--- src/rtl/tqs_pkg.sv ---
// ---------------------------------------------------------------------------
// tqs_pkg
// sizes, codes and control structs of the timer queue scheduler
// ---------------------------------------------------------------------------
package tqs_pkg;

  localparam int TIMER_SLOTS = 16;
  localparam int TIME_BITS   = 32;
  localparam int ID_BITS     = 16;
  localparam int SLOT_W      = (TIMER_SLOTS > 1) ? $clog2(TIMER_SLOTS) : 1;
  localparam int AMOUNT_W    = 24;
  localparam int TARGET_W    = 16;
  localparam int OUT_ID_W    = 16;

  typedef enum logic [1:0] {
    CMD_TICK     = 2'd0,
    CMD_ONESHOT  = 2'd1,
    CMD_PERIODIC = 2'd2,
    CMD_CANCEL   = 2'd3
  } tqs_cmd_e;

  typedef enum logic [2:0] {
    EV_SCHEDULED    = 3'd0,
    EV_BAD_INTERVAL = 3'd1,
    EV_FULL         = 3'd2,
    EV_CANCELLED    = 3'd3,
    EV_NOT_FOUND    = 3'd4,
    EV_EXPIRED      = 3'd5
  } tqs_event_e;

  typedef enum logic [2:0] {
    ST_IDLE,
    ST_SCHED,
    ST_CSCAN,
    ST_CDONE,
    ST_MARK,
    ST_SELECT,
    ST_FIRE
  } tqs_state_e;

  // controller to datapath
  typedef struct packed {
    logic cap;
    logic idx_clr;
    logic idx_inc;
    logic mark;
    logic sel_scan;
    logic cscan;
    logic clr_best;
    logic sched_emit;
    logic cancel_emit;
    logic fire;
  } tqs_ctl_t;

  // datapath to controller
  typedef struct packed {
    logic idx_last;
    logic hit;
    logic found;
    logic out_free;
    logic fire_last;
  } tqs_sts_t;

endpackage

--- src/rtl/tqs_if.sv ---
// ---------------------------------------------------------------------------
// tqs_in_if / tqs_out_if
// valid/ready channels carrying command words and result words
// ---------------------------------------------------------------------------
interface tqs_in_if;
  logic        valid;
  logic        ready;
  logic [1:0]  command;
  logic [23:0] period_or_delay;
  logic [15:0] target_id;

  modport source (output valid, command, period_or_delay, target_id, input ready);
  modport sink   (input valid, command, period_or_delay, target_id, output ready);
endinterface

interface tqs_out_if;
  logic        valid;
  logic        ready;
  logic [2:0]  event_kind;
  logic [15:0] timer_id;
  logic        last;

  modport source (output valid, event_kind, timer_id, last, input ready);
  modport sink   (input valid, event_kind, timer_id, last, output ready);
endinterface

--- src/rtl/tqs_ctrl.sv ---
// ---------------------------------------------------------------------------
// tqs_ctrl
// sequencer for schedule, cancel scan and tick mark/select/fire passes
// ---------------------------------------------------------------------------
module tqs_ctrl import tqs_pkg::*; (
  input  logic       clk_i,
  input  logic       rst_ni,
  input  logic       in_valid_i,
  input  logic [1:0] in_command_i,
  output logic       in_ready_o,
  input  tqs_sts_t   sts_i,
  output tqs_ctl_t   ctl_o
);

  tqs_state_e state_q, state_d;

  // state register
  always_ff @(posedge clk_i or negedge rst_ni) begin
    if (!rst_ni) begin
      state_q <= ST_IDLE;
    end else begin
      state_q <= state_d;
    end
  end

  // next state and commands
  always_comb begin
    state_d    = state_q;
    ctl_o      = '0;
    in_ready_o = 1'b0;
    case (state_q)
      ST_IDLE: begin
        in_ready_o = 1'b1;
        if (in_valid_i) begin
          ctl_o.cap     = 1'b1;
          ctl_o.idx_clr = 1'b1;
          case (tqs_cmd_e'(in_command_i))
            CMD_TICK:   state_d = ST_MARK;
            CMD_CANCEL: state_d = ST_CSCAN;
            default:    state_d = ST_SCHED;
          endcase
        end
      end
      ST_SCHED: begin
        if (sts_i.out_free) begin
          ctl_o.sched_emit = 1'b1;
          state_d          = ST_IDLE;
        end
      end
      ST_CSCAN: begin
        ctl_o.cscan = 1'b1;
        if (sts_i.hit || sts_i.idx_last) begin
          state_d = ST_CDONE;
        end else begin
          ctl_o.idx_inc = 1'b1;
        end
      end
      ST_CDONE: begin
        if (sts_i.out_free) begin
          ctl_o.cancel_emit = 1'b1;
          state_d           = ST_IDLE;
        end
      end
      ST_MARK: begin
        ctl_o.mark = 1'b1;
        if (sts_i.idx_last) begin
          ctl_o.idx_clr  = 1'b1;
          ctl_o.clr_best = 1'b1;
          state_d        = ST_SELECT;
        end else begin
          ctl_o.idx_inc = 1'b1;
        end
      end
      ST_SELECT: begin
        ctl_o.sel_scan = 1'b1;
        if (sts_i.idx_last) begin
          state_d = ST_FIRE;
        end else begin
          ctl_o.idx_inc = 1'b1;
        end
      end
      ST_FIRE: begin
        if (!sts_i.found) begin
          state_d = ST_IDLE;
        end else if (sts_i.out_free) begin
          ctl_o.fire = 1'b1;
          if (sts_i.fire_last) begin
            state_d = ST_IDLE;
          end else begin
            ctl_o.idx_clr  = 1'b1;
            ctl_o.clr_best = 1'b1;
            state_d        = ST_SELECT;
          end
        end
      end
      default: state_d = ST_IDLE;
    endcase
  end

endmodule

--- src/rtl/tqs_datapath.sv ---
// ---------------------------------------------------------------------------
// tqs_datapath
// slot table, clock, id counter, scan unit and result register
// ---------------------------------------------------------------------------
module tqs_datapath import tqs_pkg::*; (
  input  logic                clk_i,
  input  logic                rst_ni,
  input  tqs_ctl_t            ctl_i,
  output tqs_sts_t            sts_o,
  input  logic [1:0]          in_command_i,
  input  logic [AMOUNT_W-1:0] in_amount_i,
  input  logic [TARGET_W-1:0] in_target_i,
  input  logic                out_ready_i,
  output logic                out_valid_o,
  output logic [2:0]          out_kind_o,
  output logic [OUT_ID_W-1:0] out_id_o,
  output logic                out_last_o
);

  // latched command word
  logic [1:0]          cmd_q;
  logic [AMOUNT_W-1:0] amount_q;
  logic [TARGET_W-1:0] target_q;

  // architectural state
  logic [TIME_BITS-1:0]   now_q;
  logic [ID_BITS-1:0]     next_id_q;
  logic [TIMER_SLOTS-1:0] valid_q;
  logic [TIMER_SLOTS-1:0] due_q;
  logic [TIME_BITS-1:0]   exp_q [TIMER_SLOTS];
  logic [AMOUNT_W-1:0]    ivl_q [TIMER_SLOTS];
  logic                   per_q [TIMER_SLOTS];
  logic [ID_BITS-1:0]     id_q  [TIMER_SLOTS];

  // scan state
  logic [SLOT_W-1:0]    idx_q;
  logic                 found_q;
  logic [SLOT_W-1:0]    bidx_q;
  logic [TIME_BITS-1:0] bover_q;
  logic [ID_BITS-1:0]   bid_q;
  logic [TIME_BITS-1:0] bexp_q;
  logic                 bper_q;

  // result register
  logic                ov_q;
  logic [2:0]          okind_q;
  logic [OUT_ID_W-1:0] oid_q;
  logic                olast_q;

  logic [TIME_BITS-1:0]   rd_exp;
  logic [ID_BITS-1:0]     rd_id;
  logic [TIME_BITS-1:0]   over;
  logic                   rd_due;
  logic                   hit;
  logic                   better;
  logic                   free_any;
  logic [SLOT_W-1:0]      free_idx;
  logic [TIMER_SLOTS-1:0] bsel;
  logic                   out_free;

  // read at the scan index
  assign rd_exp = exp_q[idx_q];
  assign rd_id  = id_q[idx_q];
  assign over   = now_q - rd_exp;
  assign rd_due = valid_q[idx_q] && !over[TIME_BITS-1];
  assign hit    = valid_q[idx_q] && (32'(rd_id) == 32'(target_q));
  assign better = due_q[idx_q] &&
                  (!found_q || (over > bover_q) || ((over == bover_q) && (rd_id < bid_q)));

  // lowest free slot
  always_comb begin
    free_any = 1'b0;
    free_idx = '0;
    for (int s = TIMER_SLOTS - 1; s >= 0; s--) begin
      if (!valid_q[s]) begin
        free_any = 1'b1;
        free_idx = SLOT_W'(s);
      end
    end
  end

  assign bsel     = TIMER_SLOTS'(1) << bidx_q;
  assign out_free = !ov_q || out_ready_i;

  assign sts_o.idx_last  = (idx_q == SLOT_W'(TIMER_SLOTS - 1));
  assign sts_o.hit       = hit;
  assign sts_o.found     = found_q;
  assign sts_o.out_free  = out_free;
  assign sts_o.fire_last = ((due_q & ~bsel) == '0);

  // control state
  always_ff @(posedge clk_i or negedge rst_ni) begin
    if (!rst_ni) begin
      now_q     <= '0;
      next_id_q <= '0;
      valid_q   <= '0;
      due_q     <= '0;
      idx_q     <= '0;
      found_q   <= 1'b0;
      ov_q      <= 1'b0;
    end else begin
      if (out_ready_i) begin
        ov_q <= 1'b0;
      end
      if (ctl_i.idx_clr) begin
        idx_q <= '0;
      end else if (ctl_i.idx_inc) begin
        idx_q <= idx_q + SLOT_W'(1);
      end
      if (ctl_i.cap || ctl_i.clr_best) begin
        found_q <= 1'b0;
      end else if ((ctl_i.cscan && hit) || (ctl_i.sel_scan && better)) begin
        found_q <= 1'b1;
      end
      if (ctl_i.cap) begin
        due_q <= '0;
        if (tqs_cmd_e'(in_command_i) == CMD_TICK) begin
          now_q <= now_q + TIME_BITS'(1);
        end
      end
      if (ctl_i.mark) begin
        due_q[idx_q] <= rd_due;
      end
      // schedule result
      if (ctl_i.sched_emit) begin
        ov_q    <= 1'b1;
        olast_q <= 1'b1;
        oid_q   <= '0;
        if ((tqs_cmd_e'(cmd_q) == CMD_PERIODIC) && (amount_q == '0)) begin
          okind_q <= EV_BAD_INTERVAL;
        end else if (free_any) begin
          okind_q           <= EV_SCHEDULED;
          oid_q             <= OUT_ID_W'(next_id_q);
          valid_q[free_idx] <= 1'b1;
          next_id_q         <= next_id_q + ID_BITS'(1);
        end else begin
          okind_q <= EV_FULL;
        end
      end
      // cancel result
      if (ctl_i.cancel_emit) begin
        ov_q    <= 1'b1;
        olast_q <= 1'b1;
        oid_q   <= OUT_ID_W'(target_q);
        if (found_q) begin
          okind_q         <= EV_CANCELLED;
          valid_q[bidx_q] <= 1'b0;
        end else begin
          okind_q <= EV_NOT_FOUND;
        end
      end
      // expiry result, free one-shot
      if (ctl_i.fire) begin
        ov_q          <= 1'b1;
        olast_q       <= sts_o.fire_last;
        okind_q       <= EV_EXPIRED;
        oid_q         <= OUT_ID_W'(bid_q);
        due_q[bidx_q] <= 1'b0;
        if (!bper_q) begin
          valid_q[bidx_q] <= 1'b0;
        end
      end
    end
  end

  // payload: command latch, slot table, best candidate
  always_ff @(posedge clk_i) begin
    if (ctl_i.cap) begin
      cmd_q    <= in_command_i;
      amount_q <= in_amount_i;
      target_q <= in_target_i;
    end
    if (ctl_i.cscan && hit) begin
      bidx_q <= idx_q;
    end
    if (ctl_i.sel_scan && better) begin
      bidx_q  <= idx_q;
      bover_q <= over;
      bid_q   <= rd_id;
      bexp_q  <= rd_exp + TIME_BITS'(ivl_q[idx_q]);
      bper_q  <= per_q[idx_q];
    end
    if (ctl_i.sched_emit && free_any &&
        !((tqs_cmd_e'(cmd_q) == CMD_PERIODIC) && (amount_q == '0))) begin
      exp_q[free_idx] <= now_q + TIME_BITS'(amount_q);
      ivl_q[free_idx] <= (tqs_cmd_e'(cmd_q) == CMD_PERIODIC) ? amount_q : '0;
      per_q[free_idx] <= (tqs_cmd_e'(cmd_q) == CMD_PERIODIC);
      id_q[free_idx]  <= next_id_q;
    end
    if (ctl_i.fire && bper_q) begin
      exp_q[bidx_q] <= bexp_q;
    end
  end

  assign out_valid_o = ov_q;
  assign out_kind_o  = okind_q;
  assign out_id_o    = oid_q;
  assign out_last_o  = olast_q;

endmodule

--- src/rtl/timer_queue_scheduler.sv ---
// ---------------------------------------------------------------------------
// timer_queue_scheduler
// timer table with tick clock, one-shot and periodic timers, cancel by id
// ---------------------------------------------------------------------------
// One command word is taken at a time. A schedule runs the SCHED step, a
// cancel scans the ids (the scan stops at the first match) and then emits
// its result. A tick runs one marking pass over all slots, then one selection
// pass over all slots per expired timer, each followed by a fire step; a
// quiet tick ends after one selection pass. The scans read the slot table
// one slot at a time. A full result register stalls the block until the
// word is taken.
module timer_queue_scheduler import tqs_pkg::*; (
  input  logic       clk_i,
  input  logic       rst_ni,
  tqs_in_if.sink     in_i,
  tqs_out_if.source  out_o
);

  tqs_ctl_t ctl;
  tqs_sts_t sts;

  // sequencer
  tqs_ctrl u_ctrl (
    .clk_i        (clk_i),
    .rst_ni       (rst_ni),
    .in_valid_i   (in_i.valid),
    .in_command_i (in_i.command),
    .in_ready_o   (in_i.ready),
    .sts_i        (sts),
    .ctl_o        (ctl)
  );

  // slot table and result register
  tqs_datapath u_datapath (
    .clk_i        (clk_i),
    .rst_ni       (rst_ni),
    .ctl_i        (ctl),
    .sts_o        (sts),
    .in_command_i (in_i.command),
    .in_amount_i  (in_i.period_or_delay),
    .in_target_i  (in_i.target_id),
    .out_ready_i  (out_o.ready),
    .out_valid_o  (out_o.valid),
    .out_kind_o   (out_o.event_kind),
    .out_id_o     (out_o.timer_id),
    .out_last_o   (out_o.last)
  );

endmodule

--- src/flat_wrapper.sv ---
// flat-port wrapper written by rule: the top's interface ports become plain ports
module timer_queue_scheduler_flat import tqs_pkg::*;
  (clk_i, rst_ni, in_i_valid, in_i_command, in_i_period_or_delay, in_i_target_id, in_i_ready, out_o_valid, out_o_event_kind, out_o_timer_id, out_o_last, out_o_ready);
  tqs_in_if in_i_i ();
  tqs_out_if out_o_i ();
  input  logic clk_i;
  input  logic rst_ni;
  input wire logic [$bits(in_i_i.valid)-1:0] in_i_valid;
  input wire logic [$bits(in_i_i.command)-1:0] in_i_command;
  input wire logic [$bits(in_i_i.period_or_delay)-1:0] in_i_period_or_delay;
  input wire logic [$bits(in_i_i.target_id)-1:0] in_i_target_id;
  output wire logic [$bits(in_i_i.ready)-1:0] in_i_ready;
  output wire logic [$bits(out_o_i.valid)-1:0] out_o_valid;
  output wire logic [$bits(out_o_i.event_kind)-1:0] out_o_event_kind;
  output wire logic [$bits(out_o_i.timer_id)-1:0] out_o_timer_id;
  output wire logic [$bits(out_o_i.last)-1:0] out_o_last;
  input wire logic [$bits(out_o_i.ready)-1:0] out_o_ready;
  assign in_i_i.valid = in_i_valid;
  assign in_i_i.command = in_i_command;
  assign in_i_i.period_or_delay = in_i_period_or_delay;
  assign in_i_i.target_id = in_i_target_id;
  assign in_i_ready = in_i_i.ready;
  assign out_o_valid = out_o_i.valid;
  assign out_o_event_kind = out_o_i.event_kind;
  assign out_o_timer_id = out_o_i.timer_id;
  assign out_o_last = out_o_i.last;
  assign out_o_i.ready = out_o_ready;
  timer_queue_scheduler u_core (.clk_i(clk_i), .rst_ni(rst_ni), .in_i(in_i_i), .out_o(out_o_i));
endmodule
--- config.mk ---
export PLATFORM = sky130hd
export DESIGN_NAME = timer_queue_scheduler_flat
export DESIGN_NICKNAME = d
export VERILOG_FILES = /design/src/rtl/tqs_pkg.sv /design/src/rtl/tqs_if.sv /design/src/rtl/tqs_ctrl.sv /design/src/rtl/tqs_datapath.sv /design/src/rtl/timer_queue_scheduler.sv /design/src/flat_wrapper.sv
export SDC_FILE = /design/constraint.sdc
export NUM_CORES = 2
export LEC_CHECK = 0
export BUFFER_PORTS_ARGS = -buffer_cell sky130_fd_sc_hd__buf_2
export CAP_MARGIN = 20
export CORE_ASPECT_RATIO = 0.5
export CORE_MARGIN = 1.5
export CORE_UTILIZATION = 63
export DETAILED_ROUTE_END_ITERATION = 16
export PLACE_DENSITY = 0.78
export SYNTH_ARGS = -nofsm -noshare
export SYNTH_HDL_FRONTEND = slang
export SYNTH_SLANG_ARGS = --single-unit
export TNS_END_PERCENT = 5
--- constraint.sdc ---
create_clock -name clk_i -period 14.9 [get_ports clk_i]
set_clock_uncertainty 0.1 [all_clocks]
set_input_delay 1.49 -clock clk_i [delete_from_list [all_inputs] [get_ports clk_i]]
set_output_delay 1.49 -clock clk_i [all_outputs]
set_load 0.03 [all_outputs]
; Word-level counts from Yosys, hierarchy flattened
; Memory sizes are Yosys's and may differ from the RTL's. A register that Yosys moved wholly into a read port is not among the register bits.
; Cells that the tools add are included.
[classes]
n_lt_le_gt_ge = 8
mul = 0
n_addsub = 6
n_mux = 114
div = 0
n_shift = 1
n_bitwise = 8
n_eq_ne = 17
reduce_logical = 39
[op_table]
columns = cell, n
row1 = $mux 16, 15
row2 = $mux 4, 21
row3 = $add 32x24->32, 2
row4 = $and 16x16->16, 4
row5 = $mux 1, 51
row6 = $mux 3, 11
row7 = $add 32x1->32 const B, 1
row8 = $eq 32x32->1, 1
row9 = $gt 32x32->1, 1
row10 = $mux 32, 1
row11 = $not 16->16, 2
row12 = $reduce_or 32->1, 1
row13 = $sub 32x32->32, 1
row14 = $logic_not 24->1, 1
row15 = $mux 24, 1
row16 = $pmux 3 s6, 1
row17 = $add 16x1->16 const B, 1
row18 = $bwmux 16, 1
row19 = $eq 16x16->1, 1
row20 = $logic_not 16->1, 1
row21 = $lt 16x16->1, 1
row22 = $or 16x16->16, 1
row23 = $shl 1x4->16 const A, 1
row24 = $lt 4x5->1 const B, 3
row25 = 29 further kinds, 68
[totals]
latch_bits = 0
rom_bits = 0
elab_cells = 215
inputBits = 46
ramBits = 1168
reg_bits = 235
n_memories = 4
[mem_list]
columns = name, words, width, rd, rd_ports_with_merged_regs, write_ports, line_no
row1 = u_core.u_datapath.exp_q, 16, 32, 1, 0, 1, tqs_datapath.sv:30  ; logic [TIME_BITS-1:0] exp_q [TIMER_SLOTS];
row2 = u_core.u_datapath.ivl_q, 16, 24, 1, 0, 1, tqs_datapath.sv:31  ; logic [AMOUNT_W-1:0] ivl_q [TIMER_SLOTS];
row3 = u_core.u_datapath.id_q, 16, 16, 1, 0, 1, tqs_datapath.sv:33  ; logic [ID_BITS-1:0] id_q [TIMER_SLOTS];
row4 = u_core.u_datapath.per_q, 16, 1, 1, 1, 1, tqs_datapath.sv:32  ; logic per_q [TIMER_SLOTS];

; Logic depth before layout (Yosys ltp)
[logic_depth]
ltp_word = 30
mapped_depth = 35
depth_no_buf = 25

; Hierarchy
; From an unflattened synthesis, not the netlist that was laid out.
[hier_totals]
cells_unflattened = 4596
area_unflattened_um2 = 65625.4
[by_module_without_submodules]
columns = module, instances, area_per_inst_um2, cells_each
row1 = tqs_datapath, 1, 65240.1, 4550
row2 = tqs_ctrl, 1, 385.4, 46

; Worst setup path after synthesis
; No wires, ideal clock.
[synth_timing]
path_type = flip-flop to flip-flop
startpoint = register u_core.u_datapath.idx_q[1]
endpoint = register u_core.u_datapath.bidx_q[0] (enable)
setup_slack_ps = 3157
setup_ps = 317
required_ps = 14483
path_buffers = 10
path_stages_with_launch = 33
t_arrival_ps = 11326
cell_sequence = dfrtp_1 -> buf_6 -> buf_2 -> buf_2 -> buf_4 -> buf_2 -> buf_2 -> buf_4 -> buf_2 -> clkbuf_1 -> clkbuf_1 -> mux4_2 -> mux4_2 -> ha_1 -> fa_1 -> nor2b_1 -> o21ai_0 -> a21boi_0 -> o31ai_1 -> a21oi_1 -> a311oi_1 -> o311ai_0 -> a31o_2 -> a21oi_1 -> xnor2_1 -> ha_1 -> nand4_1 -> nor4_1 -> o21ai_0 -> a31oi_1 -> nor3_1 -> o2bb2ai_1 -> nand2b_1
[synth_via]
elab_chain_len = 8
elab_cells_between_ends = 19
[synth_lines]
columns = element, line_no
row1 = "start, declared", tqs_datapath.sv:36  ; logic [SLOT_W-1:0] idx_q;
row2 = "start signal, assigned", tqs_datapath.sv:108  ; idx_q <= idx_q + SLOT_W'(1);
row3 = $mem_v2 16x32 (*), -
row4 = $sub 32x32->32 (*), tqs_datapath.sv:64  ; assign over = now_q - rd_exp;
row5 = via u_core.u_datapath.over[30], tqs_datapath.sv:52  ; logic [TIME_BITS-1:0] over;
row6 = $gt 32x32->1 / $eq 32x32->1 (equally long branches), tqs_datapath.sv:68  ; (!found_q || (over > bover_q) || ((over == bover_q) && (rd_id < bid_q)));
row7 = $logic_or 1x1->1 / $logic_and 1x1->1 (equally long branches), tqs_datapath.sv:68
row8 = $logic_or 1x1->1 (*), tqs_datapath.sv:68
row9 = $logic_and 1x1->1 (*), tqs_datapath.sv:67  ; assign better = due_q[idx_q] &&
row10 = $logic_and 1x1->1 (*), tqs_datapath.sv:176  ; if (ctl_i.sel_scan && better) begin
row11 = $reduce_bool 2->1 (no source line) (*), -
row12 = "end signal, assigned", tqs_datapath.sv:174  ; bidx_q <= idx_q;
row13 = "end signal, assigned", tqs_datapath.sv:177  ; bidx_q <= idx_q;
row14 = "end, declared", tqs_datapath.sv:38  ; logic [SLOT_W-1:0] bidx_q;
; The timed path passes the listed nets; every way through them passes the cells marked *. The select of a mux whose other input is x is not followed.
; A chain may end at the register's enable or synchronous reset.

; Worst setup path after layout
[layout_timing]
startpoint = register u_core.u_datapath.idx_q[0]
endpoint = register u_core.u_datapath.bover_q[3] (enable)
[layout_via]
elab_chain_len = 7
elab_cells_between_ends = 13
[layout_lines]
columns = element, line_no
row1 = $mem_v2 16x32 (*), -
row2 = $sub 32x32->32 (*), tqs_datapath.sv:64
row3 = via u_core.u_datapath.over[30], tqs_datapath.sv:52
row4 = $gt 32x32->1 / $eq 32x32->1 (equally long branches), tqs_datapath.sv:68
row5 = $logic_or 1x1->1 / $logic_and 1x1->1 (equally long branches), tqs_datapath.sv:68
row6 = $logic_or 1x1->1 (*), tqs_datapath.sv:68
row7 = $logic_and 1x1->1 (*), tqs_datapath.sv:67
row8 = $logic_and 1x1->1 (*), tqs_datapath.sv:176
row9 = "end signal, assigned", tqs_datapath.sv:178  ; bover_q <= over;
row10 = "end, declared", tqs_datapath.sv:39  ; logic [TIME_BITS-1:0] bover_q;
; Marks and branches as above.

==> flow_summary_export.csv <==
group,metric,value,unit
route,drt_iter0_markers,5262,
setup_path,cp_max_fo,64,
route,wire_per_inst,30.92,um
route,wirelength,153200,um
logic_synthesis,syn_area_per_cell,17.42,sq um
timing,period_needed,9.646,ns
timing,timing.setup.tns,0,ns
power,clkPwrFrac,0.237,
die,die_width,440.4,um
power,total_power,13.43,mW
cells_and_area,final_cell_area,0.06649,sq mm
global_routing,grt_max_degree,116,
power,p_sw_frac,0.3498,
die,io_pins,68,
route,viasPerCell,6.952,
setup_path,crit_family,"compound AO/OA/AOI/OAI gates",
setup_path,reg2reg_slack,5.25,ns
cells_and_area,fin_nets,3784,
clock_tree,post_cts_buffers,0,
logic_synthesis,synth_compound_area_frac,0.05053,
die,die_y,221.7,um
die,core_area,0.09390,sq mm
timing,max-slew-margin-rel,0.2825,
logic_synthesis,syn_nets,3644,
run,drv_cap,0,
logic_synthesis,syn_inst,3460,
logic_synthesis,synth-seq-cells,1404,
clock_tree,clk_path_buf_depth,3,
cells_and_area,final_core_util,0.7081,
power,internal_power,8.730,mW
setup_path,crit_slowest_cell,"dfrtp_4",
setup_path,crit_buf_inv,2,
cells_and_area,final_cell_mix,"1315 x edfxtp_1, 340 x mux4_2, 174 x nand2_1",
die,initial_core_util,0.6418,
timing,rsz0062_at_grt,"false",
route,vias,34440,
setup_path,crit_chain,"buf_4 -> mux4_2 -> mux4_2 -> ha_1 -> fa_1 -> nor2b_1 -> o21ai_0 -> a21boi_0 -> o31ai_1 -> a21oi_1 -> a311oi_1 -> o311ai_0 -> a31o_2 -> a21oi_1 -> xnor2_1 -> ha_1 -> nand4_1 -> nor4_1 -> nand4_1 -> a2111oi_0 -> o21ai_0 -> o21ai_0 -> o2bb2ai_4 -> buf_4",
clock_tree,cts_buffers,114,
logic_synthesis,synth_top_family_by_area,"multiplexers",
die,die_area,0.09764,sq mm
power,p_switching,4.697,mW
logic_synthesis,synth-adder-area-share,0.02902,
global_routing,grt_pass1_vias,34090,
cells_and_area,mostFrequentLayoutCell,"edfxtp_1",
global_routing,grt_first_pass_wirelength,224600,um
route,drc,0,
logic_synthesis,synth.largest_area_cell,"edfxtp_1",
power,leakage,22.64,nW
setup_path,end_kind,"flip-flop",
logic_synthesis,synth-simple-area-share,0.05157,
logic_synthesis,synth-warning-count,0,
clock_tree,cts_root_buf,"clkbuf_16",
clock_tree,ctsHoldBuffers,0,
timing,max_freq,103.7,MHz
logic_synthesis,ys_types,74,
logic_synthesis,synth-async-reset-ratio,0.06339,
clock_tree,cts_resized,0,
setup_path,cpPeakStageDelay,0.98,ns
logic_synthesis,synth_edf_count,1315,
timing,finalSetupViolations,0,
cells_and_area,layout-drive-gt1-share,0.1971,
power,p_comb_frac,0.368,
setup_path,worst-endpoint-arrival,9.89,ns
global_routing,grt_antenna_before_repair,2,
setup_path,path_class,"reg -> reg",
placement,hpwl,88260,um
logic_synthesis,netlist_area,0.06027,sq mm
logic_synthesis,synth_area_leaders,"edfxtp_1 66%, mux4_2 13%, dfrtp_1 3.7%",
min_path,hold_path.class,"reg -> reg",
placement,gp_congestion,0.9475,
global_routing,grt_util_all_layers,0.3179,
power,ir_drop,0.1241,mV
placement,post_dp_cell_area,0.06248,sq mm
timing,min_period_over_period,0.6474,
setup_path,cpMostUsedCell,"o21ai_0",
cells_and_area,nFillCells,5628,
logic_synthesis,synth_xor_area_frac,0.02180,
clock_tree,htree_levels,3,
setup_path,cp.required,15.15,ns
timing,tightestPinTransition,1.065,ns
power,pwr-share-seq,0.395,
clock_tree,clk_latency,0.74,ns
global_routing,grt-ovfl-total,0,
timing,hold_viol,0,
clock_tree,cts.clk_slew.worst_paths,0.07,ns
logic_synthesis,synth_mux_area_frac,0.1386,
clock_tree,cts_tree,"yes",
placement,portBuffers,67,
setup_path,cp-start-kind,"flip-flop",
logic_synthesis,synth.top_cell.area_share,0.6552,
power,cellPowerDensity,201.9,mW/mm^2
logic_synthesis,ys.flop_type,"edfxtp_1",
clock_tree,clock-sinks,1404,
route,drt-pass1-iter-count,6,
cells_and_area,area_growth,10.33,%
run_status,status,"finished clean",
logic_synthesis,seq_area_frac_synth,0.6922,
timing,final-max-slew-violation-count,0,
route,ant_nets,0,
die,rows,79,
through the flow:
step / std cells / setup WS (ns) / hold slack, ns
final: 4954 / 5.254 / 0.4506
after global placement: 4726 / 5.376 / 0.4319
after detailed placement: 4727 / 5.270 / 0.4275
after CTS: 4941 / 5.253 / 0.4411
after floorplan: 3460 / 3.157 / 0.3231
after global routing: 4953 / 4.502 / 0.4708
per-layer routing:
metal | GRT usage | up-vias | part of all wire
met1 | 0.4605 | 17650 | 0.39
met4 | 0.1083 | 0 | 0.036
met2 | 0.4854 | 2303 | 0.46
met3 | 0.07235 | 386 | 0.11
met5 | 0 | - | 0
li1 | - | 14110 | -
state kept, by name, indices dropped and copies added, names as in the netlist, 24 cells and up:
signal / flops
u_core.u_datapath.bexp_q: 32
u_core.u_datapath.ivl_q: 384
u_core.u_datapath.bover_q: 32
u_core.u_datapath.now_q: 32
u_core.u_datapath.id_q: 256
u_core.u_datapath.exp_q: 512
u_core.u_datapath.amount_q: 24
cell families (layout without fill, tap and decap cells):
| kind of cell | Yosys count | after routing |
|---|---|---|
| and+or+nand+nor | 653 | 653 |
| muxes | 405 | 405 |
| adders and majority gates | 138 | 138 |
| DFF | 1404 | 1404 |
| buffers and inverters | 245 | 483 |
| AOI/OAI and AO/OA | 465 | 465 |
| xor gates and xnor gates | 150 | 150 |
| other | 0 | 1 |
power groups by stage:
stage	Sequential [mW]	Clock (mW)	Combinational, mW
detailed placement	5.37	0	4.76
global route	5.33	3.34	5.27
global placement	5.35	0	4.65
CTS	5.30	3.19	4.83
finish	5.30	3.18	4.94
floorplan	5.22	0	3.44
cell usage after synthesis (35+ instances only):
library cell	number
xnor2_1	106
clkbuf_1	68
nor3_1	40
nand4_1	38
nor2_1	180
ha_1	135
mux4_2	340
edfxtp_1	1315
mux2i_1	55
a21oi_1	136
nand2_1	174
inv_1	113
dfrtp_1	89
a21o_1	46
nand2b_1	35
xor2_1	44
o21ai_0	70
nand3_1	58
worst paths after layout:
path,end,cells past startpoint,start
min in group asynchronous,u_core.u_datapath.valid_q[3],1,rst_ni
worst min-delay path,u_core.u_datapath.now_q[31],1,u_core.u_datapath.now_q[31]
max in group asynchronous,u_core.u_datapath.idx_q[0],2,rst_ni
worst max-delay path,u_core.u_datapath.bover_q[3],24,u_core.u_datapath.idx_q[0]
worst min register to register,u_core.u_datapath.now_q[31],1,u_core.u_datapath.now_q[31]
worst max register to register,u_core.u_datapath.bover_q[3],24,u_core.u_datapath.idx_q[0]
area by class of cell:
class / count / area, sq um / area share
inverter: 114 / 427.9 / 0.006436
timing repair buffer: 155 / 1069 / 0.01607
clock inverter: 67 / 804.5 / 0.01210
sequential: 1404 / 41730 / 0.6276
antenna: 1 / 2.502 / 0.00003764
clock buffer: 147 / 3089 / 0.04646
multi-input combinational: 1811 / 17800 / 0.2677
tap: 1255 / 1570 / 0.02362
(Power assumes the default switching activity.)
